File: src/rtl/lsi_pkg.sv
// ----------------------------------------------------------------------------
// LED status indicator package
// Shared widths, register indexes, command codes and types.
// ----------------------------------------------------------------------------
package lsi_pkg;

    localparam int LSI_LEVEL_W  = 16;
    localparam int LSI_COLOUR_W = 8;
    localparam int LSI_INDEX_W  = 3;

    localparam int LSI_QUEUE_DEPTH = 2;

    localparam logic [LSI_INDEX_W-1:0] CFG_FULL_SCALE   = 3'd0;
    localparam logic [LSI_INDEX_W-1:0] CFG_TALK_MIN     = 3'd1;
    localparam logic [LSI_INDEX_W-1:0] CFG_TALK_MAX     = 3'd2;
    localparam logic [LSI_INDEX_W-1:0] CFG_LISTEN_MIN   = 3'd3;
    localparam logic [LSI_INDEX_W-1:0] CFG_LISTEN_MAX   = 3'd4;
    localparam logic [LSI_INDEX_W-1:0] CFG_STBY_PERIOD  = 3'd5;
    localparam logic [LSI_INDEX_W-1:0] CFG_STBY_FLASH   = 3'd6;
    localparam logic [LSI_INDEX_W-1:0] CFG_WAITING      = 3'd7;

    localparam logic [LSI_LEVEL_W-1:0]  RST_FULL_SCALE  = 16'd2000;
    localparam logic [LSI_COLOUR_W-1:0] RST_TALK_MIN    = 8'd8;
    localparam logic [LSI_COLOUR_W-1:0] RST_TALK_MAX    = 8'd30;
    localparam logic [LSI_COLOUR_W-1:0] RST_LISTEN_MIN  = 8'd3;
    localparam logic [LSI_COLOUR_W-1:0] RST_LISTEN_MAX  = 8'd12;
    localparam logic [LSI_LEVEL_W-1:0]  RST_STBY_PERIOD = 16'd100;
    localparam logic [LSI_COLOUR_W-1:0] RST_STBY_FLASH  = 8'd15;
    localparam logic [LSI_COLOUR_W-1:0] RST_WAITING     = 8'd4;

    localparam logic [2:0] MAIN_NONE       = 3'd0;
    localparam logic [2:0] MAIN_BLACK      = 3'd1;
    localparam logic [2:0] MAIN_WAIT_WHITE = 3'd2;
    localparam logic [2:0] MAIN_TALK_RED   = 3'd3;
    localparam logic [2:0] MAIN_TALK_BLUE  = 3'd4;
    localparam logic [2:0] MAIN_LISTEN_RED = 3'd5;

    typedef struct packed {
        logic [LSI_LEVEL_W-1:0]  full_scale_level;
        logic [LSI_COLOUR_W-1:0] talk_min_level;
        logic [LSI_COLOUR_W-1:0] talk_max_level;
        logic [LSI_COLOUR_W-1:0] listen_min_level;
        logic [LSI_COLOUR_W-1:0] listen_max_level;
        logic [LSI_LEVEL_W-1:0]  standby_period;
        logic [LSI_COLOUR_W-1:0] standby_flash_level;
        logic [LSI_COLOUR_W-1:0] waiting_level;
    } cfg_t;

    typedef struct packed {
        logic                   flash;
        logic                   blank;
        logic [2:0]             main_op;
        logic [LSI_LEVEL_W-1:0] level;
    } cmd_t;

endpackage

File: src/rtl/lsi_front.sv
// ----------------------------------------------------------------------------
// LED status indicator front end
// Takes tick transfers, keeps the mode state and turns each tick that needs
// frames into a frame command for the back end.
// ----------------------------------------------------------------------------
module lsi_front
    import lsi_pkg::*;
(
    input  logic                   clk,
    input  logic                   rst_n,
    input  cfg_t                   cfg,
    input  logic                   in_valid,
    output logic                   in_ready,
    input  logic                   display_off,
    input  logic                   recording,
    input  logic                   playing,
    input  logic                   dialogue,
    input  logic                   listening,
    input  logic [LSI_LEVEL_W-1:0] audio_level,
    output logic                   push_valid,
    input  logic                   push_ready,
    output cmd_t                   push_cmd
);

    logic [LSI_LEVEL_W-1:0] standby_count_reg, standby_count_next;
    logic                   blink_phase_reg, blink_phase_next;
    logic                   led_lit_reg, led_lit_next;
    logic [LSI_LEVEL_W-1:0] count_inc;
    logic                   flash;
    logic                   accept;
    cmd_t                   cmd;

    assign in_ready = push_ready;
    assign accept   = in_valid && in_ready;

    always_comb
    begin
        count_inc = (standby_count_reg != {LSI_LEVEL_W{1'b1}}) ?
                    standby_count_reg + 1'b1 : standby_count_reg;
        flash     = count_inc >= cfg.standby_period;

        standby_count_next = standby_count_reg;
        blink_phase_next   = blink_phase_reg;
        led_lit_next       = led_lit_reg;
        cmd.flash          = 1'b0;
        cmd.blank          = 1'b0;
        cmd.main_op        = MAIN_NONE;
        cmd.level          = audio_level;

        if (display_off)
        begin
            standby_count_next = flash ? '0 : count_inc;
            cmd.flash          = flash;
            cmd.blank          = led_lit_reg;
            led_lit_next       = 1'b0;
        end
        else
        begin
            standby_count_next = '0;
            if (recording)
            begin
                cmd.main_op  = MAIN_TALK_RED;
                led_lit_next = 1'b1;
            end
            else if (playing)
            begin
                cmd.main_op  = MAIN_TALK_BLUE;
                led_lit_next = 1'b1;
            end
            else if (dialogue && !listening)
            begin
                blink_phase_next = !blink_phase_reg;
                cmd.main_op      = blink_phase_reg ? MAIN_BLACK : MAIN_WAIT_WHITE;
                led_lit_next     = 1'b1;
            end
            else if (listening)
            begin
                cmd.main_op  = MAIN_LISTEN_RED;
                led_lit_next = 1'b1;
            end
            else if (led_lit_reg)
            begin
                cmd.main_op  = MAIN_BLACK;
                led_lit_next = 1'b0;
            end
        end
    end

    assign push_cmd   = cmd;
    assign push_valid = accept && (cmd.flash || cmd.blank || (cmd.main_op != MAIN_NONE));

    always_ff @(posedge clk or negedge rst_n)
    begin
        if (!rst_n)
        begin
            standby_count_reg <= '0;
            blink_phase_reg   <= 1'b0;
            led_lit_reg       <= 1'b0;
        end
        else if (accept)
        begin
            standby_count_reg <= standby_count_next;
            blink_phase_reg   <= blink_phase_next;
            led_lit_reg       <= led_lit_next;
        end
    end

endmodule

File: src/rtl/lsi_queue.sv
// ----------------------------------------------------------------------------
// LED status indicator command queue
// Short first-in first-out store between the front and back ends.
// ----------------------------------------------------------------------------
module lsi_queue
    import lsi_pkg::*;
#(
    parameter int DEPTH = LSI_QUEUE_DEPTH
)
(
    input  logic clk,
    input  logic rst_n,
    input  logic push_valid,
    output logic push_ready,
    input  cmd_t push_cmd,
    output logic pop_valid,
    input  logic pop_ready,
    output cmd_t pop_cmd
);

    localparam int PTR_W = (DEPTH > 1) ? $clog2(DEPTH) : 1;
    localparam int CNT_W = $clog2(DEPTH + 1);

    cmd_t             entry_reg [DEPTH];
    logic [PTR_W-1:0] wr_ptr_reg, rd_ptr_reg;
    logic [CNT_W-1:0] count_reg;
    logic             do_push, do_pop;

    assign push_ready = count_reg != CNT_W'(DEPTH);
    assign pop_valid  = count_reg != '0;
    assign pop_cmd    = entry_reg[rd_ptr_reg];
    assign do_push    = push_valid && push_ready;
    assign do_pop     = pop_valid && pop_ready;

    always_ff @(posedge clk)
    begin
        if (do_push)
        begin
            entry_reg[wr_ptr_reg] <= push_cmd;
        end
    end

    always_ff @(posedge clk or negedge rst_n)
    begin
        if (!rst_n)
        begin
            wr_ptr_reg <= '0;
            rd_ptr_reg <= '0;
            count_reg  <= '0;
        end
        else
        begin
            if (do_push)
            begin
                wr_ptr_reg <= (wr_ptr_reg == PTR_W'(DEPTH - 1)) ? '0 : wr_ptr_reg + 1'b1;
            end
            if (do_pop)
            begin
                rd_ptr_reg <= (rd_ptr_reg == PTR_W'(DEPTH - 1)) ? '0 : rd_ptr_reg + 1'b1;
            end
            if (do_push && !do_pop)
            begin
                count_reg <= count_reg + 1'b1;
            end
            else if (do_pop && !do_push)
            begin
                count_reg <= count_reg - 1'b1;
            end
        end
    end

endmodule

File: src/rtl/lsi_back.sv
// ----------------------------------------------------------------------------
// LED status indicator back end
// Works out the level brightness with a two-step multiply, a bit-serial divide
// and a bit-serial square root, then sends the frames of each command.
// ----------------------------------------------------------------------------
module lsi_back
    import lsi_pkg::*;
(
    input  logic                    clk,
    input  logic                    rst_n,
    input  cfg_t                    cfg,
    input  logic                    pop_valid,
    output logic                    pop_ready,
    input  cmd_t                    pop_cmd,
    output logic                    out_valid,
    input  logic                    out_ready,
    output logic [LSI_COLOUR_W-1:0] red,
    output logic [LSI_COLOUR_W-1:0] green,
    output logic [LSI_COLOUR_W-1:0] blue,
    output logic                    last
);

    localparam logic [2:0] ST_IDLE = 3'd0;
    localparam logic [2:0] ST_PREP = 3'd1;
    localparam logic [2:0] ST_MUL  = 3'd2;
    localparam logic [2:0] ST_DIV  = 3'd3;
    localparam logic [2:0] ST_SQRT = 3'd4;
    localparam logic [2:0] ST_EMIT = 3'd5;

    logic [2:0]              state_reg;
    cmd_t                    cmd_reg;
    logic                    pend_w_reg, pend_k_reg, pend_blank_reg, pend_main_reg;
    logic [3:0]              cnt_reg;
    logic [23:0]             prod_reg;
    logic [LSI_LEVEL_W-1:0]  rem_reg;
    logic [LSI_LEVEL_W-1:0]  shift_reg;
    logic [LSI_LEVEL_W-1:0]  sq_bit_reg;
    logic [LSI_COLOUR_W-1:0] bright_reg;
    logic                    out_valid_reg;
    logic [LSI_COLOUR_W-1:0] red_reg, green_reg, blue_reg;
    logic                    last_reg;

    logic                    is_talk, is_bright, trivial;
    logic [LSI_COLOUR_W-1:0] lo_lvl, hi_lvl, span;
    logic [LSI_LEVEL_W-1:0]  clamp_lvl;
    logic [31:0]             prod_full;
    logic [LSI_LEVEL_W:0]    trial;
    logic                    qbit;
    logic [LSI_LEVEL_W:0]    sq_sum;
    logic                    load;
    logic [LSI_COLOUR_W-1:0] f_red, f_green, f_blue;
    logic                    f_last;

    assign pop_ready = state_reg == ST_IDLE;

    always_comb
    begin
        is_talk   = (cmd_reg.main_op == MAIN_TALK_RED) || (cmd_reg.main_op == MAIN_TALK_BLUE);
        is_bright = is_talk || (cmd_reg.main_op == MAIN_LISTEN_RED);
        lo_lvl    = is_talk ? cfg.talk_min_level : cfg.listen_min_level;
        hi_lvl    = is_talk ? cfg.talk_max_level : cfg.listen_max_level;
        span      = hi_lvl - lo_lvl;
        trivial   = (hi_lvl < lo_lvl) || (cmd_reg.level == '0) ||
                    (cfg.full_scale_level == '0);
        clamp_lvl = (cmd_reg.level > cfg.full_scale_level) ?
                    cfg.full_scale_level : cmd_reg.level;
        prod_full = 32'(prod_reg) * 32'(span);
        trial     = {rem_reg, shift_reg[LSI_LEVEL_W-1]};
        qbit      = trial >= {1'b0, cfg.full_scale_level};
        sq_sum    = {1'b0, rem_reg} + {1'b0, sq_bit_reg};
    end

    always_comb
    begin
        f_red   = '0;
        f_green = '0;
        f_blue  = '0;
        f_last  = 1'b0;
        if (pend_w_reg)
        begin
            f_red   = cfg.standby_flash_level;
            f_green = cfg.standby_flash_level;
            f_blue  = cfg.standby_flash_level;
        end
        else if (pend_k_reg)
        begin
            f_last = !(pend_blank_reg || pend_main_reg);
        end
        else if (pend_blank_reg)
        begin
            f_last = !pend_main_reg;
        end
        else
        begin
            f_last = 1'b1;
            case (cmd_reg.main_op)
                MAIN_WAIT_WHITE:
                begin
                    f_red   = cfg.waiting_level;
                    f_green = cfg.waiting_level;
                    f_blue  = cfg.waiting_level;
                end
                MAIN_TALK_RED:   f_red  = bright_reg;
                MAIN_LISTEN_RED: f_red  = bright_reg;
                MAIN_TALK_BLUE:  f_blue = bright_reg;
                default:         f_red  = '0;
            endcase
        end
    end

    assign load = (state_reg == ST_EMIT) && (!out_valid_reg || out_ready);

    always_ff @(posedge clk)
    begin
        case (state_reg)
            ST_IDLE:
            begin
                cmd_reg <= pop_cmd;
            end
            ST_PREP:
            begin
                prod_reg   <= 24'(clamp_lvl) * 24'(span);
                bright_reg <= lo_lvl;
            end
            ST_MUL:
            begin
                rem_reg   <= prod_full[31:LSI_LEVEL_W];
                shift_reg <= prod_full[LSI_LEVEL_W-1:0];
            end
            ST_DIV:
            begin
                shift_reg <= {shift_reg[LSI_LEVEL_W-2:0], qbit};
                if (cnt_reg == 4'd15)
                begin
                    rem_reg    <= '0;
                    sq_bit_reg <= {2'b01, {(LSI_LEVEL_W-2){1'b0}}};
                end
                else
                begin
                    rem_reg <= qbit ? LSI_LEVEL_W'(trial - {1'b0, cfg.full_scale_level}) :
                               trial[LSI_LEVEL_W-1:0];
                end
            end
            ST_SQRT:
            begin
                if (shift_reg >= sq_sum[LSI_LEVEL_W-1:0] && !sq_sum[LSI_LEVEL_W])
                begin
                    shift_reg <= shift_reg - sq_sum[LSI_LEVEL_W-1:0];
                    rem_reg   <= (rem_reg >> 1) + sq_bit_reg;
                end
                else
                begin
                    rem_reg <= rem_reg >> 1;
                end
                sq_bit_reg <= sq_bit_reg >> 2;
            end
            default:
            begin
                bright_reg <= bright_reg;
            end
        endcase
        if ((state_reg == ST_SQRT) && (cnt_reg == 4'd7))
        begin
            if (shift_reg >= sq_sum[LSI_LEVEL_W-1:0] && !sq_sum[LSI_LEVEL_W])
            begin
                bright_reg <= lo_lvl + LSI_COLOUR_W'((rem_reg >> 1) + sq_bit_reg);
            end
            else
            begin
                bright_reg <= lo_lvl + LSI_COLOUR_W'(rem_reg >> 1);
            end
        end
        if (load)
        begin
            red_reg   <= f_red;
            green_reg <= f_green;
            blue_reg  <= f_blue;
            last_reg  <= f_last;
        end
    end

    always_ff @(posedge clk or negedge rst_n)
    begin
        if (!rst_n)
        begin
            state_reg      <= ST_IDLE;
            cnt_reg        <= '0;
            pend_w_reg     <= 1'b0;
            pend_k_reg     <= 1'b0;
            pend_blank_reg <= 1'b0;
            pend_main_reg  <= 1'b0;
            out_valid_reg  <= 1'b0;
        end
        else
        begin
            if (load)
            begin
                out_valid_reg <= 1'b1;
            end
            else if (out_ready)
            begin
                out_valid_reg <= 1'b0;
            end
            case (state_reg)
                ST_IDLE:
                begin
                    if (pop_valid)
                    begin
                        pend_w_reg     <= pop_cmd.flash;
                        pend_k_reg     <= pop_cmd.flash;
                        pend_blank_reg <= pop_cmd.blank;
                        pend_main_reg  <= pop_cmd.main_op != MAIN_NONE;
                        state_reg      <= ST_PREP;
                    end
                end
                ST_PREP:
                begin
                    state_reg <= (is_bright && !trivial) ? ST_MUL : ST_EMIT;
                end
                ST_MUL:
                begin
                    cnt_reg   <= '0;
                    state_reg <= ST_DIV;
                end
                ST_DIV:
                begin
                    if (cnt_reg == 4'd15)
                    begin
                        cnt_reg   <= '0;
                        state_reg <= ST_SQRT;
                    end
                    else
                    begin
                        cnt_reg <= cnt_reg + 1'b1;
                    end
                end
                ST_SQRT:
                begin
                    if (cnt_reg == 4'd7)
                    begin
                        cnt_reg   <= '0;
                        state_reg <= ST_EMIT;
                    end
                    else
                    begin
                        cnt_reg <= cnt_reg + 1'b1;
                    end
                end
                ST_EMIT:
                begin
                    if (load)
                    begin
                        if (pend_w_reg)
                        begin
                            pend_w_reg <= 1'b0;
                        end
                        else if (pend_k_reg)
                        begin
                            pend_k_reg <= 1'b0;
                        end
                        else if (pend_blank_reg)
                        begin
                            pend_blank_reg <= 1'b0;
                        end
                        else
                        begin
                            pend_main_reg <= 1'b0;
                        end
                        if (f_last)
                        begin
                            state_reg <= ST_IDLE;
                        end
                    end
                end
                default:
                begin
                    state_reg <= ST_IDLE;
                end
            endcase
        end
    end

    assign out_valid = out_valid_reg;
    assign red       = red_reg;
    assign green     = green_reg;
    assign blue      = blue_reg;
    assign last      = last_reg;

`ifndef SYNTHESIS
    a_div_rem_below_scale: assert property (@(posedge clk) disable iff (!rst_n)
        (state_reg == ST_DIV) |-> (rem_reg < cfg.full_scale_level))
        else $error("division remainder not below full scale");

    a_bright_in_range: assert property (@(posedge clk) disable iff (!rst_n)
        (state_reg == ST_EMIT && is_bright && pend_main_reg) |->
        ((hi_lvl < lo_lvl) ? (bright_reg == lo_lvl) :
         (bright_reg >= lo_lvl && bright_reg <= hi_lvl)))
        else $error("brightness outside the min to max range");

    a_last_frame_ends_command: assert property (@(posedge clk) disable iff (!rst_n)
        (load && f_last) |=> (state_reg == ST_IDLE))
        else $error("command continued after its last frame");

    a_emit_has_work: assert property (@(posedge clk) disable iff (!rst_n)
        (state_reg == ST_EMIT) |->
        (pend_w_reg || pend_k_reg || pend_blank_reg || pend_main_reg))
        else $error("frame stage entered with nothing to send");
`endif

endmodule

File: src/rtl/led_status_indicator_unit.sv
// ----------------------------------------------------------------------------
// LED status indicator unit
// Turns status ticks into LED colour frames by mode priority.
//
//   Channel   Signals                                        Direction
//   tick      in_valid/in_ready, display_off .. audio_level  in
//   frame     out_valid/out_ready, red, green, blue, last    out
//   config    cfg_write, cfg_index, cfg_data                 in
//
// A tick whose frame needs a brightness passes in the back end through a
// two-step multiply, a serial divide and a serial square root. Other ticks
// go from the prepare step straight to sending their frames.
// Reset clears the mode state, the queue and the output stage; there is no
// clearing pass. The command queue lets ticks be taken while frames stall.
// ----------------------------------------------------------------------------
module led_status_indicator_unit
    import lsi_pkg::*;
#(
    parameter int QUEUE_DEPTH = LSI_QUEUE_DEPTH
)
(
    input  logic                    clk,
    input  logic                    rst_n,
    input  logic                    cfg_write,
    input  logic [LSI_INDEX_W-1:0]  cfg_index,
    input  logic [LSI_LEVEL_W-1:0]  cfg_data,
    input  logic                    in_valid,
    output logic                    in_ready,
    input  logic                    display_off,
    input  logic                    recording,
    input  logic                    playing,
    input  logic                    dialogue,
    input  logic                    listening,
    input  logic [LSI_LEVEL_W-1:0]  audio_level,
    output logic                    out_valid,
    input  logic                    out_ready,
    output logic [LSI_COLOUR_W-1:0] red,
    output logic [LSI_COLOUR_W-1:0] green,
    output logic [LSI_COLOUR_W-1:0] blue,
    output logic                    last
);

    cfg_t cfg_reg;
    logic push_valid, push_ready, pop_valid, pop_ready;
    cmd_t push_cmd, pop_cmd;

    always_ff @(posedge clk or negedge rst_n)
    begin
        if (!rst_n)
        begin
            cfg_reg.full_scale_level    <= RST_FULL_SCALE;
            cfg_reg.talk_min_level      <= RST_TALK_MIN;
            cfg_reg.talk_max_level      <= RST_TALK_MAX;
            cfg_reg.listen_min_level    <= RST_LISTEN_MIN;
            cfg_reg.listen_max_level    <= RST_LISTEN_MAX;
            cfg_reg.standby_period      <= RST_STBY_PERIOD;
            cfg_reg.standby_flash_level <= RST_STBY_FLASH;
            cfg_reg.waiting_level       <= RST_WAITING;
        end
        else if (cfg_write)
        begin
            case (cfg_index)
                CFG_FULL_SCALE:  cfg_reg.full_scale_level    <= cfg_data;
                CFG_TALK_MIN:    cfg_reg.talk_min_level      <= cfg_data[LSI_COLOUR_W-1:0];
                CFG_TALK_MAX:    cfg_reg.talk_max_level      <= cfg_data[LSI_COLOUR_W-1:0];
                CFG_LISTEN_MIN:  cfg_reg.listen_min_level    <= cfg_data[LSI_COLOUR_W-1:0];
                CFG_LISTEN_MAX:  cfg_reg.listen_max_level    <= cfg_data[LSI_COLOUR_W-1:0];
                CFG_STBY_PERIOD: cfg_reg.standby_period      <= cfg_data;
                CFG_STBY_FLASH:  cfg_reg.standby_flash_level <= cfg_data[LSI_COLOUR_W-1:0];
                CFG_WAITING:     cfg_reg.waiting_level       <= cfg_data[LSI_COLOUR_W-1:0];
                default:         cfg_reg.waiting_level       <= cfg_reg.waiting_level;
            endcase
        end
    end

    lsi_front u_front (
        .clk            (clk),
        .rst_n          (rst_n),
        .cfg            (cfg_reg),
        .in_valid       (in_valid),
        .in_ready       (in_ready),
        .display_off    (display_off),
        .recording      (recording),
        .playing        (playing),
        .dialogue       (dialogue),
        .listening      (listening),
        .audio_level    (audio_level),
        .push_valid     (push_valid),
        .push_ready     (push_ready),
        .push_cmd       (push_cmd)
    );

    lsi_queue #(
        .DEPTH (QUEUE_DEPTH)
    ) u_queue (
        .clk        (clk),
        .rst_n      (rst_n),
        .push_valid (push_valid),
        .push_ready (push_ready),
        .push_cmd   (push_cmd),
        .pop_valid  (pop_valid),
        .pop_ready  (pop_ready),
        .pop_cmd    (pop_cmd)
    );

    lsi_back u_back (
        .clk       (clk),
        .rst_n     (rst_n),
        .cfg       (cfg_reg),
        .pop_valid (pop_valid),
        .pop_ready (pop_ready),
        .pop_cmd   (pop_cmd),
        .out_valid (out_valid),
        .out_ready (out_ready),
        .red       (red),
        .green     (green),
        .blue      (blue),
        .last      (last)
    );

endmodule

File: config.mk
export PLATFORM = sky130hd
export DESIGN_NAME = led_status_indicator_unit
export DESIGN_NICKNAME = d
export VERILOG_FILES = /design/src/rtl/lsi_pkg.sv /design/src/rtl/lsi_front.sv /design/src/rtl/lsi_queue.sv /design/src/rtl/lsi_back.sv /design/src/rtl/led_status_indicator_unit.sv
export SDC_FILE = /design/constraint.sdc
export NUM_CORES = 1
export LEC_CHECK = 0
export BUFFER_PORTS_ARGS = -buffer_cell sky130_fd_sc_hd__clkbuf_2
export CAP_MARGIN = 20
export CORE_ASPECT_RATIO = 1.5
export CORE_MARGIN = 2
export CORE_UTILIZATION = 65
export DETAILED_ROUTE_END_ITERATION = 8
export PLACE_DENSITY_LB_ADDON = 0.2
export SYNTH_ARGS = -nofsm -noshare
export SYNTH_HDL_FRONTEND = slang
export SYNTH_SLANG_ARGS = --single-unit
File: constraint.sdc
create_clock -name clk -period 10.2 [get_ports clk]
set_clock_uncertainty 0.2 [all_clocks]
set_input_delay 0.51 -clock clk [delete_from_list [all_inputs] [get_ports clk]]
set_output_delay 0.51 -clock clk [all_outputs]
set_load 0.03 [all_outputs]
==> metrics.md, run 1 <==
| Metric | Value |
|---|---|
| RSZ-0062 raised after global routing | `no` |
| Drt first pass iters | `6` |
| Worst-Margin Slew | `~1100 ps` |
| Critical-path maximum fanout | `30` |
| Worst-path clk slew | `70 ps` |
| Largest register FFs | `80` |
| Routed WL per cell | `around 21 µm` |
| Synth Area in XOR/XNOR | `0.04505` |
| Post-synthesis instance area | `approximately 25000 µm²` |
| Worst path required time | `between 10000 and 15000 ps` |
| GR Util All Layers | `0.3370` |
| Starting Density | `0.6607` |
| Share of cells above drive strength 1 | `0.1206` |
| Synthesized area per cell | `around 10 µm²` |
| Post-DR vias/cell | `slightly above 6` |
| CP Buf/Inv Count | `5` |
| Kind of critical path | `register to register` |
| Fmax achieved | `0.1135 GHz` |
| Layout filler cell count | `between 2000 and 3000` |
| Startpoint of the worst-slack reg-to-reg timing path | `u_back.cmd_reg[16]` |
| Status | `complete, no violations` |
| # IOs | `72` |
| Port Buffers | `~70` |
| First-pass GRT wire length | `around 100000 µm` |
| CTS tree | `built` |
| Met2 WL | `34930 µm` |
| WP data arrival | `approximately 9000 ps` |
| Final hold vios | `0` |
| Worst hold-check path type | `input pin to register` |
| Worst-Skew Late Latency | `between 500 and 600 ps` |
| Adder-cell share of the synthesized area | `0.2756` |
| Slowest-stage cell, CP | `fa_1` |
| Hold path cells | `3` |
| Cell family with most CP delay | `adder cells` |
| H-tree levels | `1` |
| GPL Wtd Cong | `between 0.9 and 1` |
| Clock sink count | `roughly 270` |
| Yosys top cell area share | `0.1907` |
| Vias | `roughly 19000` |
| Tmin final | `between 8000 and 9000 ps` |
| Slowest Stage Delay on Critical Path | `around 490 ps` |
| Worst path most repeated cell | `fa_1` |
| Wl on met1 | `between 20000 and 25000 µm` |
| Post-Synth Simple-Gate Area | `0.1528` |
| Setup TNS Final | `0 ps` |
| DIE AREA | `between 30000 and 40000 µm²` |
| R2r setup slk | `about 1400 ps` |
| Setup crit start | `u_back.cmd_reg[16]` |
| Syn. warnings | `0` |
| Residual DRC | `0` |
| Number of routed nets with antenna violations | `0` |
| Crit. End Element | `register` |
| Min-Delay Endpoint | `cfg_reg[79]` |
| Hold Path Origin | `cfg_data[15]` |
| Met3 wire length | `between 3000 and 4000 µm` |
| Slew Viols, Final | `0` |
| Synth cell types | `75` |
| Tcrit/Tclk final | `0.8637` |
| CTS Buf Count | `27` |
| Vias in the first global route | `about 20000` |
| Number of synthesized register bits | `about 270` |
| Number of synthesized flops with an enable pin | `about 160` |
| Row cnt | `87` |
| Total gr overflow | `0` |
| Register area share after synthesis | `0.3065` |
| Levels on crit path | `33` |
| Mapped Cells | `around 2500` |
| Iter 0 DRT Violations | `roughly 1300` |
| Share of synthesized registers carrying an async set or reset | `0.4191` |
| Die X | `roughly 160 µm` |
| N_diodes | `0` |
| Largest net degree at the start of global routing | `79` |
| Worst slew margin | `0.2306` |
| Highest Signal Layer | `met4` |
| Syn_nets | `around 3000` |
| Post-CTS Setup Bufs | `0` |
| Max-cap violations | `0` |
| Die height | `about 240 µm` |
| Worst r2r dst | `u_back.prod_reg[23]` |
| Yosys top cell by area | `edfxtp_1` |
| Largest cells by area after synthesis | `edfxtp_1, fa_1, ha_1` |
| Dpl hpwl | `about 50000 µm` |
| Complex-gate fraction of the synthesized area | `0.1024` |
| Startpoint types | `register` |
| Main synth FF type | `edfxtp_1` |
| Mux share of post-synthesis cell area | `0.05973` |
| Routed wire length | `around 66000 µm` |
| Core area | `around 38000 µm²` |
| Cell count of the worst reg-to-reg path | `33` |
| Initial antenna violation count | `0` |
| Area grow syn2layout | `8.864%` |
| Clock Path Buffers | `3` |
| Root Driver | `clkbuf_16` |
| # setup viols final | `0` |
| Nets@finish | `3046` |
| Main combinational cell family by area after synthesis | `adder cells` |
## kinds of logic after synthesis
group | Yosys count
fa+ha+maj | 417
buf+inv | 381
mux | 136
xor+xnor | 128
compound gates | 393
simple gates | 767
flops | 272
## cell type report
cell class	instances	area, µm²	area share
Multi-Input combinational cell	1841	15890	0.5865
Sequential cell	272	7626	0.2815
Tap cell	489	611.8	0.02258
Inverter	312	1171	0.04323
Clock inverter	13	127.6	0.004711
Timing Repair Buffer	136	910.9	0.03362
Clock buffer	37	755.7	0.02790
## cells in the mapped netlist, types with 13 or more instances
cell type,number
nand2_1,180
nor2_1,207
nand2b_1,58
and2_1,137
a21o_1,53
a31oi_1,14
fa_1,220
clkbuf_1,55
edfxtp_1,158
a21oi_1,84
nor4_1,14
xnor2_1,75
o21bai_1,16
dfstp_2,23
inv_1,311
dfrtp_1,91
xor2_1,53
nor2b_1,32
nor3_1,33
or2_2,13
nand4_1,20
mux2_2,100
ha_1,191
o21ai_0,102
nand3_1,30
and3_1,13
mux2i_1,36
## routing by layer
metal,vias to the layer above,track usage
li1,8599,-
met1,9543,0.3580
met2,691,0.6206
met3,277,0.04273
met4,0,0.2128
met5,-,0
## how the worst max path moves through the flow
stage | endpoint | slack (ps)
finish | u_back.prod_reg[23] | 1390
global route | u_back.rem_reg[15] | 830
CTS | u_back.prod_reg[23] | 1450
detailed placement | u_back.prod_reg[23] | 1500
global placement | u_back.rem_reg[15] | 1670
floorplan | u_back.prod_reg[23] | 1990
## what timing repair did
action                                 in CTS  in global routing
gates resized for setup                     0                  0
setup endpoints to repair                   0                  0
endpoints found under the hold margin      68                  0
hold buffers                               23                  0
## worst register-to-register path, delay by kind of cell, from the launching register on
kind / cells / cell delay [ps]
adder cells (fa/ha/maj): 7 / 2910
AO/OA/AOI/OAI: 12 / 2620
AND/OR/NAND/NOR: 7 / 1200
buffers and inverters: 5 / 720
flip-flops: 1 / 440
multiplexers: 1 / 400
XOR/XNOR: 1 / 140
## metrics by stage
stage	worst slack, ps	hold slack [ps]	std cells	area [µm²]	util
3_5_place_dp	1503	291.9	3021	25920	0.6883
3_3_place_gp	1666	285.5	3020	25920	0.6881
4_1_cts	1445	4.510	3094	27040	0.7178
6_report	1390	7.630	3100	27090	0.7193
5_1_grt	825.2	30.76	3100	27090	0.7193
2_1_floorplan	1992	14.41	2494	24890	-
## placed cells by master (no fill, tap or decap), types with 14 or more instances in the layout
cell,count
a21o_1,53
a21oi_1,83
and2_1,137
buf_4,36
clkbuf_16,29
clkbuf_2,71
dfrtp_1,91
dfstp_2,23
dlygate4sd3_1,23
edfxtp_1,158
fa_1,220
ha_1,191
inv_1,311
mux2_2,100
mux2i_1,36
nand2_1,180
nand2b_1,58
nand3_1,30
nand4_1,20
nor2_1,204
nor2b_1,32
nor3_1,30
nor4_1,14
o21ai_0,101
o21bai_1,16
xnor2_1,74
xor2_1,49
Power of run 1 is left out: the tool's default activity adds up to more than one toggle a clock period on the data nets, which glitch-free logic cannot reach.
==> inputs of run 2 (changes only) <==
- HOLD_SLACK_MARGIN: unset -> 0.06
==> run 2 against run 1 <==
Wire length rose by 0.20%; core utilization rose by 0.11 points; setup slack improved by 10 ps; first-iteration DRC count fell by 3.1%; highest routed layer unchanged.
==> metrics.md, run 2 (synthesized netlist as in run 1, its figures left out) <==
| Metric | Value |
|---|---|
| Root Driver | `clkbuf_16` |
| H-tree levels | `1` |
| R2r setup slk | `between 1000 and 1500 ps` |
| Max-cap violations | `0` |
| Die X | `between 150 and 200 µm` |
| # IOs | `72` |
| Worst slew margin | `0.2364` |
| Setup crit start | `u_back.cmd_reg[16]` |
| WP data arrival | `around 9000 ps` |
| Final hold vios | `0` |
| Clock sink count | `around 270` |
| Commonest non-fill, non-tap cells in the layout | `inv_1, fa_1, nor2_1, ha_1, nand2_1` |
| Tcrit/Tclk final | `0.8627` |
| Largest register FFs | `80` |
| Slowest-stage cell, CP | `fa_1` |
| Number of routed nets with antenna violations | `0` |
| Slew Viols, Final | `0` |
| Post-DR vias/cell | `6.147` |
| Core area | `between 30000 and 40000 µm²` |
| Largest net degree at the start of global routing | `79` |
| GPL Wtd Cong | `roughly 0.94` |
| Port Buffers | `between 70 and 80` |
| Initial antenna violation count | `0` |
| N_diodes | `0` |
| Most common cell after layout, fill and taps aside | `inv_1` |
| Hold Path Origin | `display_off` |
| # setup viols final | `0` |
| RSZ-0062 raised after global routing | `no` |
| Setup TNS Final | `0 ps` |
| Share of cells above drive strength 1 | `0.1205` |
| Met2 GRT Util | `0.6211` |
| Worst-Skew Late Latency | `around 580 ps` |
| Drt first pass iters | `6` |
| First-pass GRT wire length | `104600 µm` |
| Worst path required time | `around 10000 ps` |
| Crit. End Element | `register` |
| Nets@finish | `3050` |
| Status | `complete, no violations` |
| Kind of critical path | `register to register` |
| Residual DRC | `0` |
| Vias | `19080` |
| Hold_buf cts | `27` |
| CTS tree | `built` |
| Starting Density | `0.6607` |
| Worst-Margin Slew | `around 1100 ps` |
| Tmin final | `a little under 9000 ps` |
| DIE AREA | `approximately 40000 µm²` |
| Met1 Use GR | `0.3574` |
| GR Util All Layers | `0.3373` |
| Post-CTS Setup Bufs | `0` |
| Iter 0 DRT Violations | `1216` |
| Vias in the first global route | `about 20000` |
| Routed WL per cell | `around 21 µm` |
| Startpoint types | `register` |
| Worst hold-check path type | `input pin to register` |
| Gr busiest metal | `met2` |
| Final core occ | `0.7204` |
| Area grow syn2layout | `9.025%` |
| Routed wire length | `65650 µm` |
| # resized after CTS | `0` |
| Slowest Stage Delay on Critical Path | `between 400 and 500 ps` |
| Dpl hpwl | `between 50000 and 60000 µm` |
| M3 GR Usage | `0.04273` |
| CTS Buf Count | `27` |
| Clock Path Buffers | `3` |
| Critical-path maximum fanout | `30` |
| Total gr overflow | `0` |
| Row cnt | `87` |
| Die height | `243.6 µm` |
| Startpoint of the worst-slack reg-to-reg timing path | `u_back.cmd_reg[16]` |
| Worst-path clk slew | `70 ps` |
| Worst path most repeated cell | `fa_1` |
| Fmax achieved | `around 0.11 GHz` |
run 2: changes by cell type in the layout (fill, tap and decap cells not counted), sizes merged:
cell	before	now
dlygate4sd3	23	27
run 2: final cells by class:
class | count | area [µm²]
multi-input combinational | 1841 | 15890
fill | 2792 | 10530
tap | 489 | 611.8
inverter | 312 | 1171
timing repair buffer | 140 | 950.9
sequential | 272 | 7626
clock inverter | 13 | 127.6
clock buffer | 37 | 755.7
run 2: critical path: cells and delay by family, from the launching register on:
family / cells / cell delay (ps)
AND/OR/NAND/NOR: 7 / 1180
XOR/XNOR: 1 / 140
flip-flops: 1 / 450
adder cells (fa/ha/maj): 7 / 2910
multiplexers: 1 / 400
buffers and inverters: 5 / 720
AO/OA/AOI/OAI: 12 / 2610
run 2: stage by stage:
| stage | std cells | cell area [µm²] | setup WS (ps) | hold slack (ps) |
|---|---|---|---|---|
| CTS | 3098 | 27080 | 1445 | 61.17 |
| global placement | 3020 | 25920 | 1666 | 285.5 |
| global route | 3104 | 27130 | 825.2 | 106.4 |
| floorplan | 2494 | 24890 | 1992 | 14.41 |
| finish | 3104 | 27130 | 1400 | 74.05 |
| detailed placement | 3021 | 25920 | 1503 | 291.9 |
run 2: worst paths after layout:
check / end / cells past startpoint
max: u_back.prod_reg[23] / 33
min: u_front.led_lit_reg / 2
max reg2reg: u_back.prod_reg[23] / 33
min reg2reg: cfg_reg[19] / 1
max in group asynchronous: cfg_reg[19] / 3
min in group asynchronous: u_front.blink_phase_reg / 2
run 2: layer usage:
| layer | vias up | part of all wire |
|---|---|---|
| li1 | 8603 | - |
| met3 | 281 | 0.052 |
| met2 | 678 | 0.53 |
| met1 | 9517 | 0.34 |
| met4 | 0 | 0.075 |
| met5 | - | 0 |
Power of run 2 is left out for the same reason.
